[src/assert_macros.svh]
// ----------------------------------------------------------------------------
// Assertion macros
// Shared concurrent assertion wrappers for the command decoder.
// ----------------------------------------------------------------------------
`ifndef ASSERT_MACROS_SVH
`define ASSERT_MACROS_SVH

// Property that must hold at every clock edge outside reset
`define SCD_ASSERT(label, prop, msg) \
   label: assert property (@(posedge clock) disable iff (reset) prop) \
      else $error(msg);

// Condition in one cycle implies a condition in the next cycle
`define SCD_ASSERT_NEXT(label, pre, post, msg) \
   label: assert property (@(posedge clock) disable iff (reset) (pre) |=> (post)) \
      else $error(msg);

`endif

[src/scd_pkg.sv]
// ----------------------------------------------------------------------------
// SUMP command decoder package
// Event kinds, opcodes, queue entry type and ID string shared by all modules.
// ----------------------------------------------------------------------------
package scd_pkg;

   // default depth of the command queue between front and back
   localparam int QUEUE_DEPTH_DEF = 2;

   // decoded event kinds
   typedef enum logic [3:0] {
      EV_ID         = 4'd0,
      EV_RUN        = 4'd1,
      EV_RESET      = 4'd2,
      EV_XON        = 4'd3,
      EV_XOFF       = 4'd4,
      EV_MASK       = 4'd5,
      EV_VALUE      = 4'd6,
      EV_TRIG_CFG   = 4'd7,
      EV_DIVIDER    = 4'd8,
      EV_READ_DELAY = 4'd9,
      EV_FLAGS      = 4'd10,
      EV_UNKNOWN    = 4'd11
   } event_kind_type;

   // short opcodes
   localparam logic [7:0] OP_RESET = 8'h00;
   localparam logic [7:0] OP_RUN   = 8'h01;
   localparam logic [7:0] OP_ID    = 8'h02;
   localparam logic [7:0] OP_XON   = 8'h11;
   localparam logic [7:0] OP_XOFF  = 8'h13;

   // long opcodes
   localparam logic [7:0] OP_DIVIDER    = 8'h80;
   localparam logic [7:0] OP_READ_DELAY = 8'h81;
   localparam logic [7:0] OP_FLAGS      = 8'h82;
   localparam logic [3:0] OP_STAGE_GRP  = 4'hC;

   // low two opcode bits within the stage group
   localparam logic [1:0] STG_MASK  = 2'd0;
   localparam logic [1:0] STG_VALUE = 2'd1;
   localparam logic [1:0] STG_CFG   = 2'd2;

   // data bytes per long command
   localparam logic [2:0] POS_IDLE = 3'd0;
   localparam logic [2:0] POS_LAST = 3'd4;

   // one decoded command waiting for the back end
   typedef struct packed {
      event_kind_type kind;
      logic [1:0]     stage;
      logic [31:0]    word;
   } cmd_type;

   // queue status seen by the front and back
   typedef struct packed {
      logic not_full;
      logic not_empty;
   } q_status_type;

   // ID string "1ALS", sent first to last
   function automatic logic [7:0] id_byte(input logic [1:0] idx);
      logic [7:0] b;
      case (idx)
         2'd0:    b = 8'h31;
         2'd1:    b = 8'h41;
         2'd2:    b = 8'h4C;
         default: b = 8'h53;
      endcase
      return b;
   endfunction

   // opcodes that collect four data bytes
   function automatic logic is_long_op(input logic [7:0] op);
      return (op == OP_DIVIDER) || (op == OP_READ_DELAY) || (op == OP_FLAGS) ||
             ((op[7:4] == OP_STAGE_GRP) && (op[1:0] != 2'd3));
   endfunction

endpackage

[src/scd_front.sv]
// ----------------------------------------------------------------------------
// Command decoder front end
// Takes command bytes, gathers data bytes and queues one entry per command.
// ----------------------------------------------------------------------------
module scd_front (
   input  logic                 clock,
   input  logic                 reset,
   input  logic                 req_valid,
   output logic                 req_ready,
   input  logic [7:0]           req_rx_byte,
   input  scd_pkg::q_status_type q_status,
   output logic                 push,
   output scd_pkg::cmd_type     push_cmd
);
   import scd_pkg::*;

   logic [2:0]  pos_ff, pos_in;
   logic [7:0]  opcode_ff, opcode_in;
   logic [23:0] gather_ff, gather_in;
   logic        accept;
   cmd_type     short_cmd, long_cmd;

   assign req_ready = q_status.not_full;
   assign accept    = req_valid && req_ready;

   // short opcode classification
   always_comb begin
      short_cmd = '{kind: EV_UNKNOWN, stage: 2'd0, word: 32'd0};
      unique case (req_rx_byte)
         OP_RESET: short_cmd.kind = EV_RESET;
         OP_RUN:   short_cmd.kind = EV_RUN;
         OP_ID:    short_cmd.kind = EV_ID;
         OP_XON:   short_cmd.kind = EV_XON;
         OP_XOFF:  short_cmd.kind = EV_XOFF;
         default:  short_cmd.kind = EV_UNKNOWN;
      endcase
   end

   // long command classification on the final data byte
   always_comb begin
      long_cmd = '{kind: EV_FLAGS, stage: 2'd0, word: {req_rx_byte, gather_ff}};
      if (opcode_ff[7:4] == OP_STAGE_GRP) begin
         long_cmd.stage = opcode_ff[3:2];
         case (opcode_ff[1:0])
            STG_MASK:  long_cmd.kind = EV_MASK;
            STG_VALUE: long_cmd.kind = EV_VALUE;
            default:   long_cmd.kind = EV_TRIG_CFG;
         endcase
      end else if (opcode_ff == OP_DIVIDER) begin
         long_cmd.kind = EV_DIVIDER;
      end else if (opcode_ff == OP_READ_DELAY) begin
         long_cmd.kind = EV_READ_DELAY;
      end
   end

   // byte position tracking and queue push
   always_comb begin
      pos_in    = pos_ff;
      opcode_in = opcode_ff;
      gather_in = gather_ff;
      push      = 1'b0;
      push_cmd  = short_cmd;
      if (accept) begin
         if (pos_ff == POS_IDLE) begin
            if (is_long_op(req_rx_byte)) begin
               opcode_in = req_rx_byte;
               gather_in = 24'd0;
               pos_in    = 3'd1;
            end else begin
               push = 1'b1;
            end
         end else if (pos_ff < POS_LAST) begin
            case (pos_ff[1:0])
               2'd1:    gather_in = gather_ff | {16'd0, req_rx_byte};
               2'd2:    gather_in = gather_ff | {8'd0, req_rx_byte, 8'd0};
               default: gather_in = gather_ff | {req_rx_byte, 16'd0};
            endcase
            pos_in = pos_ff + 3'd1;
         end else begin
            push      = 1'b1;
            push_cmd  = long_cmd;
            pos_in    = POS_IDLE;
            gather_in = 24'd0;
         end
      end
   end

   always_ff @(posedge clock) begin
      if (reset) begin
         pos_ff    <= POS_IDLE;
         opcode_ff <= 8'd0;
         gather_ff <= 24'd0;
      end else begin
         pos_ff    <= pos_in;
         opcode_ff <= opcode_in;
         gather_ff <= gather_in;
      end
   end

endmodule

[src/scd_queue.sv]
// ----------------------------------------------------------------------------
// Command queue
// Small FIFO of decoded commands between the front and back ends.
// ----------------------------------------------------------------------------
`include "assert_macros.svh"

module scd_queue #(
   parameter int DEPTH = scd_pkg::QUEUE_DEPTH_DEF
) (
   input  logic                  clock,
   input  logic                  reset,
   input  logic                  push,
   input  scd_pkg::cmd_type      push_cmd,
   input  logic                  pop,
   output scd_pkg::cmd_type      head,
   output scd_pkg::q_status_type status
);
   import scd_pkg::*;

   localparam int PTR_W = (DEPTH > 1) ? $clog2(DEPTH) : 1;
   localparam int CNT_W = $clog2(DEPTH + 1);

   cmd_type            entry_ff [DEPTH];
   logic [PTR_W-1:0]   wr_ptr_ff, wr_ptr_in;
   logic [PTR_W-1:0]   rd_ptr_ff, rd_ptr_in;
   logic [CNT_W-1:0]   count_ff, count_in;

   assign status.not_full  = (count_ff != CNT_W'(DEPTH));
   assign status.not_empty = (count_ff != '0);
   assign head             = entry_ff[rd_ptr_ff];

   // pointer and fill count update
   always_comb begin
      wr_ptr_in = wr_ptr_ff;
      rd_ptr_in = rd_ptr_ff;
      count_in  = count_ff;
      if (push) begin
         wr_ptr_in = (wr_ptr_ff == PTR_W'(DEPTH - 1)) ? '0 : wr_ptr_ff + PTR_W'(1);
      end
      if (pop) begin
         rd_ptr_in = (rd_ptr_ff == PTR_W'(DEPTH - 1)) ? '0 : rd_ptr_ff + PTR_W'(1);
      end
      if (push && !pop) begin
         count_in = count_ff + CNT_W'(1);
      end else if (pop && !push) begin
         count_in = count_ff - CNT_W'(1);
      end
   end

   always_ff @(posedge clock) begin
      if (reset) begin
         wr_ptr_ff <= '0;
         rd_ptr_ff <= '0;
         count_ff  <= '0;
      end else begin
         wr_ptr_ff <= wr_ptr_in;
         rd_ptr_ff <= rd_ptr_in;
         count_ff  <= count_in;
      end
   end

   // entry storage
   always_ff @(posedge clock) begin
      if (push) begin
         entry_ff[wr_ptr_ff] <= push_cmd;
      end
   end

   `SCD_ASSERT(a_q_no_overflow, push |-> status.not_full, "command queue overflow")
   `SCD_ASSERT(a_q_no_underflow, pop |-> status.not_empty, "command queue underflow")

endmodule

[src/scd_back.sv]
// ----------------------------------------------------------------------------
// Command decoder back end
// Expands queued commands into result words and holds them in an output stage.
// ----------------------------------------------------------------------------
`include "assert_macros.svh"

module scd_back (
   input  logic                  clock,
   input  logic                  reset,
   input  scd_pkg::cmd_type      head,
   input  scd_pkg::q_status_type q_status,
   output logic                  pop,
   output logic                  rsp_valid,
   input  logic                  rsp_ready,
   output logic [3:0]            rsp_event_kind,
   output logic [1:0]            rsp_stage_index,
   output logic [31:0]           rsp_data_word,
   output logic [7:0]            rsp_trig_delay,
   output logic [4:0]            rsp_trig_channel,
   output logic [1:0]            rsp_trig_level,
   output logic                  rsp_trig_serial,
   output logic                  rsp_trig_start,
   output logic [24:0]           rsp_clock_divider,
   output logic [15:0]           rsp_read_samples,
   output logic [15:0]           rsp_delay_samples,
   output logic                  rsp_last_of_run
);
   import scd_pkg::*;

   logic        valid_ff, valid_in;
   logic [1:0]  id_cnt_ff, id_cnt_in;
   logic        load, is_id, last;
   logic [31:0] rev;

   logic [3:0]  kind_ff, kind_in;
   logic [1:0]  stage_ff, stage_in;
   logic [31:0] data_ff, data_in;
   logic [7:0]  tdelay_ff, tdelay_in;
   logic [4:0]  tchan_ff, tchan_in;
   logic [1:0]  tlevel_ff, tlevel_in;
   logic        tserial_ff, tserial_in;
   logic        tstart_ff, tstart_in;
   logic [24:0] div_ff, div_in;
   logic [15:0] rdcnt_ff, rdcnt_in;
   logic [15:0] dlcnt_ff, dlcnt_in;
   logic        last_ff, last_in;

   // output stage loads when empty or being drained
   assign is_id = (head.kind == EV_ID);
   assign last  = !is_id || (id_cnt_ff == 2'd3);
   assign load  = q_status.not_empty && (!valid_ff || rsp_ready);
   assign pop   = load && last;

   // full 32-bit reversal of the command word
   always_comb begin
      for (int i = 0; i < 32; i++) begin
         rev[i] = head.word[31-i];
      end
   end

   // result fields for the head command
   always_comb begin
      kind_in    = head.kind;
      stage_in   = 2'd0;
      data_in    = 32'd0;
      tdelay_in  = 8'd0;
      tchan_in   = 5'd0;
      tlevel_in  = 2'd0;
      tserial_in = 1'b0;
      tstart_in  = 1'b0;
      div_in     = 25'd0;
      rdcnt_in   = 16'd0;
      dlcnt_in   = 16'd0;
      last_in    = last;
      unique case (head.kind)
         EV_ID: begin
            data_in = {24'd0, id_byte(id_cnt_ff)};
         end
         EV_MASK, EV_VALUE: begin
            stage_in = head.stage;
            data_in  = head.word;
         end
         EV_TRIG_CFG: begin
            stage_in   = head.stage;
            tdelay_in  = rev[31:24] | rev[23:16];
            tchan_in   = {rev[0], rev[15:12]};
            tlevel_in  = rev[5:4];
            tserial_in = rev[2];
            tstart_in  = rev[3];
         end
         EV_DIVIDER: begin
            div_in = {1'b0, head.word[23:0]} + 25'd1;
         end
         EV_READ_DELAY: begin
            rdcnt_in = head.word[15:0];
            dlcnt_in = head.word[31:16];
         end
         EV_FLAGS: begin
            data_in = {24'd0, head.word[7:0]};
         end
         default: begin
            data_in = 32'd0;
         end
      endcase
   end

   // control: output valid and id byte counter
   always_comb begin
      valid_in  = valid_ff;
      id_cnt_in = id_cnt_ff;
      if (load) begin
         valid_in = 1'b1;
         if (is_id) begin
            id_cnt_in = id_cnt_ff + 2'd1;
         end
      end else if (rsp_ready) begin
         valid_in = 1'b0;
      end
   end

   always_ff @(posedge clock) begin
      if (reset) begin
         valid_ff  <= 1'b0;
         id_cnt_ff <= 2'd0;
      end else begin
         valid_ff  <= valid_in;
         id_cnt_ff <= id_cnt_in;
      end
   end

   // output word register
   always_ff @(posedge clock) begin
      if (load) begin
         kind_ff    <= kind_in;
         stage_ff   <= stage_in;
         data_ff    <= data_in;
         tdelay_ff  <= tdelay_in;
         tchan_ff   <= tchan_in;
         tlevel_ff  <= tlevel_in;
         tserial_ff <= tserial_in;
         tstart_ff  <= tstart_in;
         div_ff     <= div_in;
         rdcnt_ff   <= rdcnt_in;
         dlcnt_ff   <= dlcnt_in;
         last_ff    <= last_in;
      end
   end

   assign rsp_valid         = valid_ff;
   assign rsp_event_kind    = kind_ff;
   assign rsp_stage_index   = stage_ff;
   assign rsp_data_word     = data_ff;
   assign rsp_trig_delay    = tdelay_ff;
   assign rsp_trig_channel  = tchan_ff;
   assign rsp_trig_level    = tlevel_ff;
   assign rsp_trig_serial   = tserial_ff;
   assign rsp_trig_start    = tstart_ff;
   assign rsp_clock_divider = div_ff;
   assign rsp_read_samples  = rdcnt_ff;
   assign rsp_delay_samples = dlcnt_ff;
   assign rsp_last_of_run   = last_ff;

   `SCD_ASSERT(a_bk_not_last_is_id, (valid_ff && !last_ff) |-> (kind_ff == EV_ID),
      "non-final word on a command other than id")
   `SCD_ASSERT_NEXT(a_bk_id_holds, load && is_id && !last,
      q_status.not_empty && (head.kind == EV_ID), "id command left queue early")
   `SCD_ASSERT(a_bk_cnt_idle, (id_cnt_ff != 2'd0) |-> (q_status.not_empty && is_id),
      "id counter running without an id command")

endmodule

[src/sump_command_decoder.sv]
// ----------------------------------------------------------------------------
// SUMP command decoder
// Turns SUMP command bytes into decoded command events.
// ----------------------------------------------------------------------------
// Usage:
//   req_ channel: one command byte per word (req_rx_byte), opcode first,
//   then four data bytes least significant first for long commands.
//   rsp_ channel: one decoded event per word; id gives four words,
//   rsp_last_of_run marks the final word caused by one input byte.
// Timing:
//   The first result of a completing byte passes through the command queue
//   and the output stage register before it shows on the rsp_ ports.
//   One byte is taken per cycle while the command queue has room;
//   each queued command leaves one result per cycle while rsp_ready is high;
//   id gives four results, set by the result counter in the back end.
// Stall:
//   When rsp_ready is low the output word holds and the queue fills; once it
//   is full req_ready drops until the back end drains an entry.
// Reset:
//   Synchronous, active high. Clears the byte position, the queue and the
//   output stage; the decoder then waits for an opcode.
// ----------------------------------------------------------------------------
module sump_command_decoder #(
   parameter int QUEUE_DEPTH = scd_pkg::QUEUE_DEPTH_DEF
) (
   input  logic        clock,
   input  logic        reset,
   input  logic        req_valid,
   output logic        req_ready,
   input  logic [7:0]  req_rx_byte,
   output logic        rsp_valid,
   input  logic        rsp_ready,
   output logic [3:0]  rsp_event_kind,
   output logic [1:0]  rsp_stage_index,
   output logic [31:0] rsp_data_word,
   output logic [7:0]  rsp_trig_delay,
   output logic [4:0]  rsp_trig_channel,
   output logic [1:0]  rsp_trig_level,
   output logic        rsp_trig_serial,
   output logic        rsp_trig_start,
   output logic [24:0] rsp_clock_divider,
   output logic [15:0] rsp_read_samples,
   output logic [15:0] rsp_delay_samples,
   output logic        rsp_last_of_run
);
   import scd_pkg::*;

   q_status_type q_status;
   logic         push, pop;
   cmd_type      push_cmd, head;

   // byte gathering and classification
   scd_front u_front (
      .clock       (clock),
      .reset       (reset),
      .req_valid   (req_valid),
      .req_ready   (req_ready),
      .req_rx_byte (req_rx_byte),
      .q_status    (q_status),
      .push        (push),
      .push_cmd    (push_cmd)
   );

   // decoded command queue
   scd_queue #(
      .DEPTH (QUEUE_DEPTH)
   ) u_queue (
      .clock    (clock),
      .reset    (reset),
      .push     (push),
      .push_cmd (push_cmd),
      .pop      (pop),
      .head     (head),
      .status   (q_status)
   );

   // result expansion and output stage
   scd_back u_back (
      .clock             (clock),
      .reset             (reset),
      .head              (head),
      .q_status          (q_status),
      .pop               (pop),
      .rsp_valid         (rsp_valid),
      .rsp_ready         (rsp_ready),
      .rsp_event_kind    (rsp_event_kind),
      .rsp_stage_index   (rsp_stage_index),
      .rsp_data_word     (rsp_data_word),
      .rsp_trig_delay    (rsp_trig_delay),
      .rsp_trig_channel  (rsp_trig_channel),
      .rsp_trig_level    (rsp_trig_level),
      .rsp_trig_serial   (rsp_trig_serial),
      .rsp_trig_start    (rsp_trig_start),
      .rsp_clock_divider (rsp_clock_divider),
      .rsp_read_samples  (rsp_read_samples),
      .rsp_delay_samples (rsp_delay_samples),
      .rsp_last_of_run   (rsp_last_of_run)
   );

endmodule

[config.mk]
export PLATFORM = sky130hd
export DESIGN_NAME = sump_command_decoder
export DESIGN_NICKNAME = d
export VERILOG_FILES = /design/src/scd_pkg.sv /design/src/scd_front.sv /design/src/scd_queue.sv /design/src/scd_back.sv /design/src/sump_command_decoder.sv
export VERILOG_INCLUDE_DIRS = /design/src /design/src/src
export SDC_FILE = /design/constraint.sdc
export NUM_CORES = 1
export LEC_CHECK = 0
export BUFFER_PORTS_ARGS = -buffer_cell sky130_fd_sc_hd__buf_2
export CAP_MARGIN = 20
export CORE_MARGIN = 5
export CORE_UTILIZATION = 35
export CTS_CLUSTER_DIAMETER = 40
export DETAILED_ROUTE_END_ITERATION = 8
export GPL_TIMING_DRIVEN = 0
export MAX_ROUTING_LAYER = met4
export RECOVER_POWER = 25
export SLEW_MARGIN = 40
export SYNTH_ARGS = -nofsm -noshare
export SYNTH_HDL_FRONTEND = slang
export SYNTH_SLANG_ARGS = --single-unit
[constraint.sdc]
create_clock -name clock -period 8.55 [get_ports clock]
set_input_delay 0.4275 -clock clock [delete_from_list [all_inputs] [get_ports clock]]
set_output_delay 0.4275 -clock clock [all_outputs]
set_load 0.1 [all_outputs]
==> run summary <==
Full die area - 31000 sq um
Max-Cap Viols - 1
Initial drt markers - 294
Ys async rst share - 0%
Hold Vio Cnt, Final - 0
Synth warn - 0
Clock Tree Buf Depth - 3
Fill count - 2459
Synth Area in Simple Gates - 15.2%
Library cells used by synthesis - 61
Main combinational cell family by area after synthesis - simple AND/OR/NAND/NOR gates
Post-synthesis compound-gate area fraction - 6.58%
Die Ht - 176 microns
Run status - finished with violations
Syn_area_per_cell - 13.4 sq um
Slew HR - -44.2%
Final setup violation count - 0
Final Max Tran Viols - 43
Crit. End Element - flop
Post-DRT Antenna Nets - 0
DRC Markers - 0
Final Cell Area - 11800 sq um
Clock buffers created by TritonCTS - 30
Final Cycle Share - 46.0%
Mux share of post-synthesis cell area - 4.69%
Main synth FF type - edfxtp_1
Crit path DAT - 4220 ps
Failing checks - capacitance limit, slew limit
Drt via density - 4.70
Nets - 908
CP max stage delay - 610 ps
DP HPWL - 15.7 mm
# IOs - 127
Startpoint Class - flop
Fmax - 0.254 GHz
Yosys reg bits - 232
Hold buffer count at cts - 0
Initial antenna violation count - 3
Crit path max-delay family - buffers and inverters
DRT Wirelength - 22.4 mm
Final GP Congestion - 0.820
Post-cts sizing count - 0
CP Class - flop to flop
First-pass DRT Iterations - 5
Post-synth EDFFs - 189
CP max FO - 10
Core area - 27100 sq um
H-tree levels - 1
# rows - 60
Skew-Pair Late Insertion Delay - 540 ps
CP cell instances - clkbuf_1, clkbuf_1, buf_4, buf_4, mux2i_1, inv_1, ha_1, inv_1, a211oi_4, nand4_2, nor3_1, nor3b_2
Net Count, Synth - 747
Seq/Total Area, Yosys - 67.7%
Tot GR Track Use - 14.6%
Detail-routed net length per standard cell - 17.4 microns
Xor/xnor cell area share of the yosys netlist - 1.81%
Cells after synthesis - 723
Fin Setup TNS - 0 ps
Share of cells above drive strength 1 - 19.1%
CTS tree - done
Layout overhead on the synthesized area - 22.6%
WP buf/inv - 6
Fin Hold WS - 213 ps
Post-CTS setup buffer count - 0
Vias after detailed routing - 6024
Worst min path class - primary input to flop
Synthesized area - 9660 sq um
Unrepaired setup endpoints after global routing - false
Clock sinks - 232
Period minus WS final - 3940 ps
Clock Pin Slew Worst Setup and Hold Paths - 60 ps
Post-synthesis adder-cell area fraction - 1.55%
Critical-path top delay cell - clkbuf_1
Largest net degree at the start of global routing - 44
CTS Root Cell - clkbuf_16
DP Area - 10900 sq um
Vias in the first global route - 6118
Final Skew - 15.3 ps
Starting Density - 35.6%
Die W - 176 microns
# port buffers - 124
WP data required - 8830 ps
First-pass GRT wire length - 34.7 mm
Worst-Margin Slew - 2160 ps
Grt ovf - 0
through the flow:
stage	setup slack, ps	utilization, %	cells
3_5_place_dp	5340	40.2	1224
4_1_cts	5320	44.1	1279
6_report	4610	43.7	1282
2_1_floorplan	3650	-	723
5_1_grt	4270	43.7	1282
3_3_place_gp	2590	39.6	1219
worst register-to-register path: stages (launching register included):
cell      delay, ps
dfxtp_1         300
clkbuf_1        430
clkbuf_1        610
buf_4           370
buf_4           270
mux2i_1         180
inv_1           120
ha_1            200
inv_1           100
a211oi_4        460
nand4_2         300
nor3_1          280
nor3b_2          70
layout make-up:
cell class / count / area, sq um / share of cell area [%]
sequential: 232 / 6540 / 55.2
multi-input combinational: 446 / 2900 / 24.5
clock buffer: 32 / 779 / 6.58
antenna: 3 / 7.51 / 0.0634
tap: 372 / 465 / 3.93
inverter: 16 / 60.1 / 0.507
clock inverter: 23 / 287 / 2.42
timing repair buffer: 129 / 657 / 5.54
buffer: 29 / 156 / 1.32
cells in the final DEF (no fill, tap or decap), types with 12 or more instances in the layout:
cell type  netlist  final
and2_1          37     33
nor2b_1         19     18
buf_2            8     82
clkbuf_16        0     31
dfxtp_1         43     43
clkbuf_1        11     66
edfxtp_1       189    189
mux2i_1         43     42
nand2_1         21     21
xnor2_1         15     15
nor2_1         119    119
ha_1            12     12
a21oi_1         48     48
inv_1           16     16
layer usage:
metal  global-route usage [%]  part of all wire [%]  vias up
met5                        -                     0        -
met4                     4.84                   2.9        0
met3                     2.87                   6.5       40
met2                     23.3                    46      170
met1                     18.7                    44     2847
li1                         -                     -     2967
cell families after synthesis:
kind of cell | after synthesis
buffers and inverters | 45
AND/OR/NAND/NOR | 274
XOR/XNOR | 20
adder cells (fa/ha/maj) | 12
multiplexers | 45
flip-flops | 232
AO/OA/AOI/OAI | 95
worst paths after layout:
check / to / startpoint / cells past startpoint / slack [ps]
min reg2reg: u_front.gather_ff[3] / u_front.gather_ff[3] / 2 / 460
max reg2reg: u_back.rsp_clock_divider[22] / flop / 12 / 4610
min: u_back.rsp_valid / rsp_ready / 3 / 210
max: u_back.rsp_clock_divider[22] / flop / 12 / 4610
cell usage after synthesis, drive strengths merged, types with 5 or more instances:
library cell | n | share of area, %
a21oi | 50 | 2.7
and2 | 37 | 2.4
buf | 18 | 1.4
clkbuf | 11 | 0.43
dfxtp | 43 | 8.9
edfxtp | 189 | 59
ha | 12 | 1.6
inv | 16 | 0.62
mux2i | 43 | 4.5
nand2 | 22 | 0.88
nand2b | 8 | 0.52
nand3 | 13 | 0.78
nand3b | 5 | 0.65
nand4 | 13 | 1.1
nand4b | 5 | 0.52
nor2 | 119 | 4.6
nor2b | 19 | 1.2
nor3 | 14 | 0.88
nor3b | 6 | 0.69
o21a | 7 | 0.54
o21ai | 10 | 0.52
o22ai | 5 | 0.32
xnor2 | 15 | 1.4
xor2 | 5 | 0.45
registers in the layout, indices dropped and copies added (netlist names), 4 cells and up, named ones only:
| name | flops |
|---|---|
| u_back.rsp_delay_samples | 16 |
| u_front.opcode_ff | 8 |
| u_back.rsp_trig_delay | 8 |
| u_back.rsp_read_samples | 16 |
| u_front.gather_ff | 24 |
| u_back.rsp_data_word | 32 |
| u_back.rsp_clock_divider | 25 |
| u_back.rsp_event_kind | 4 |
| u_back.rsp_trig_channel | 5 |
| u_queue.entry_ff | 76 |
Power is left out: the tool's default activity adds up to more than one toggle a clock period on the data nets, which glitch-free logic cannot reach.
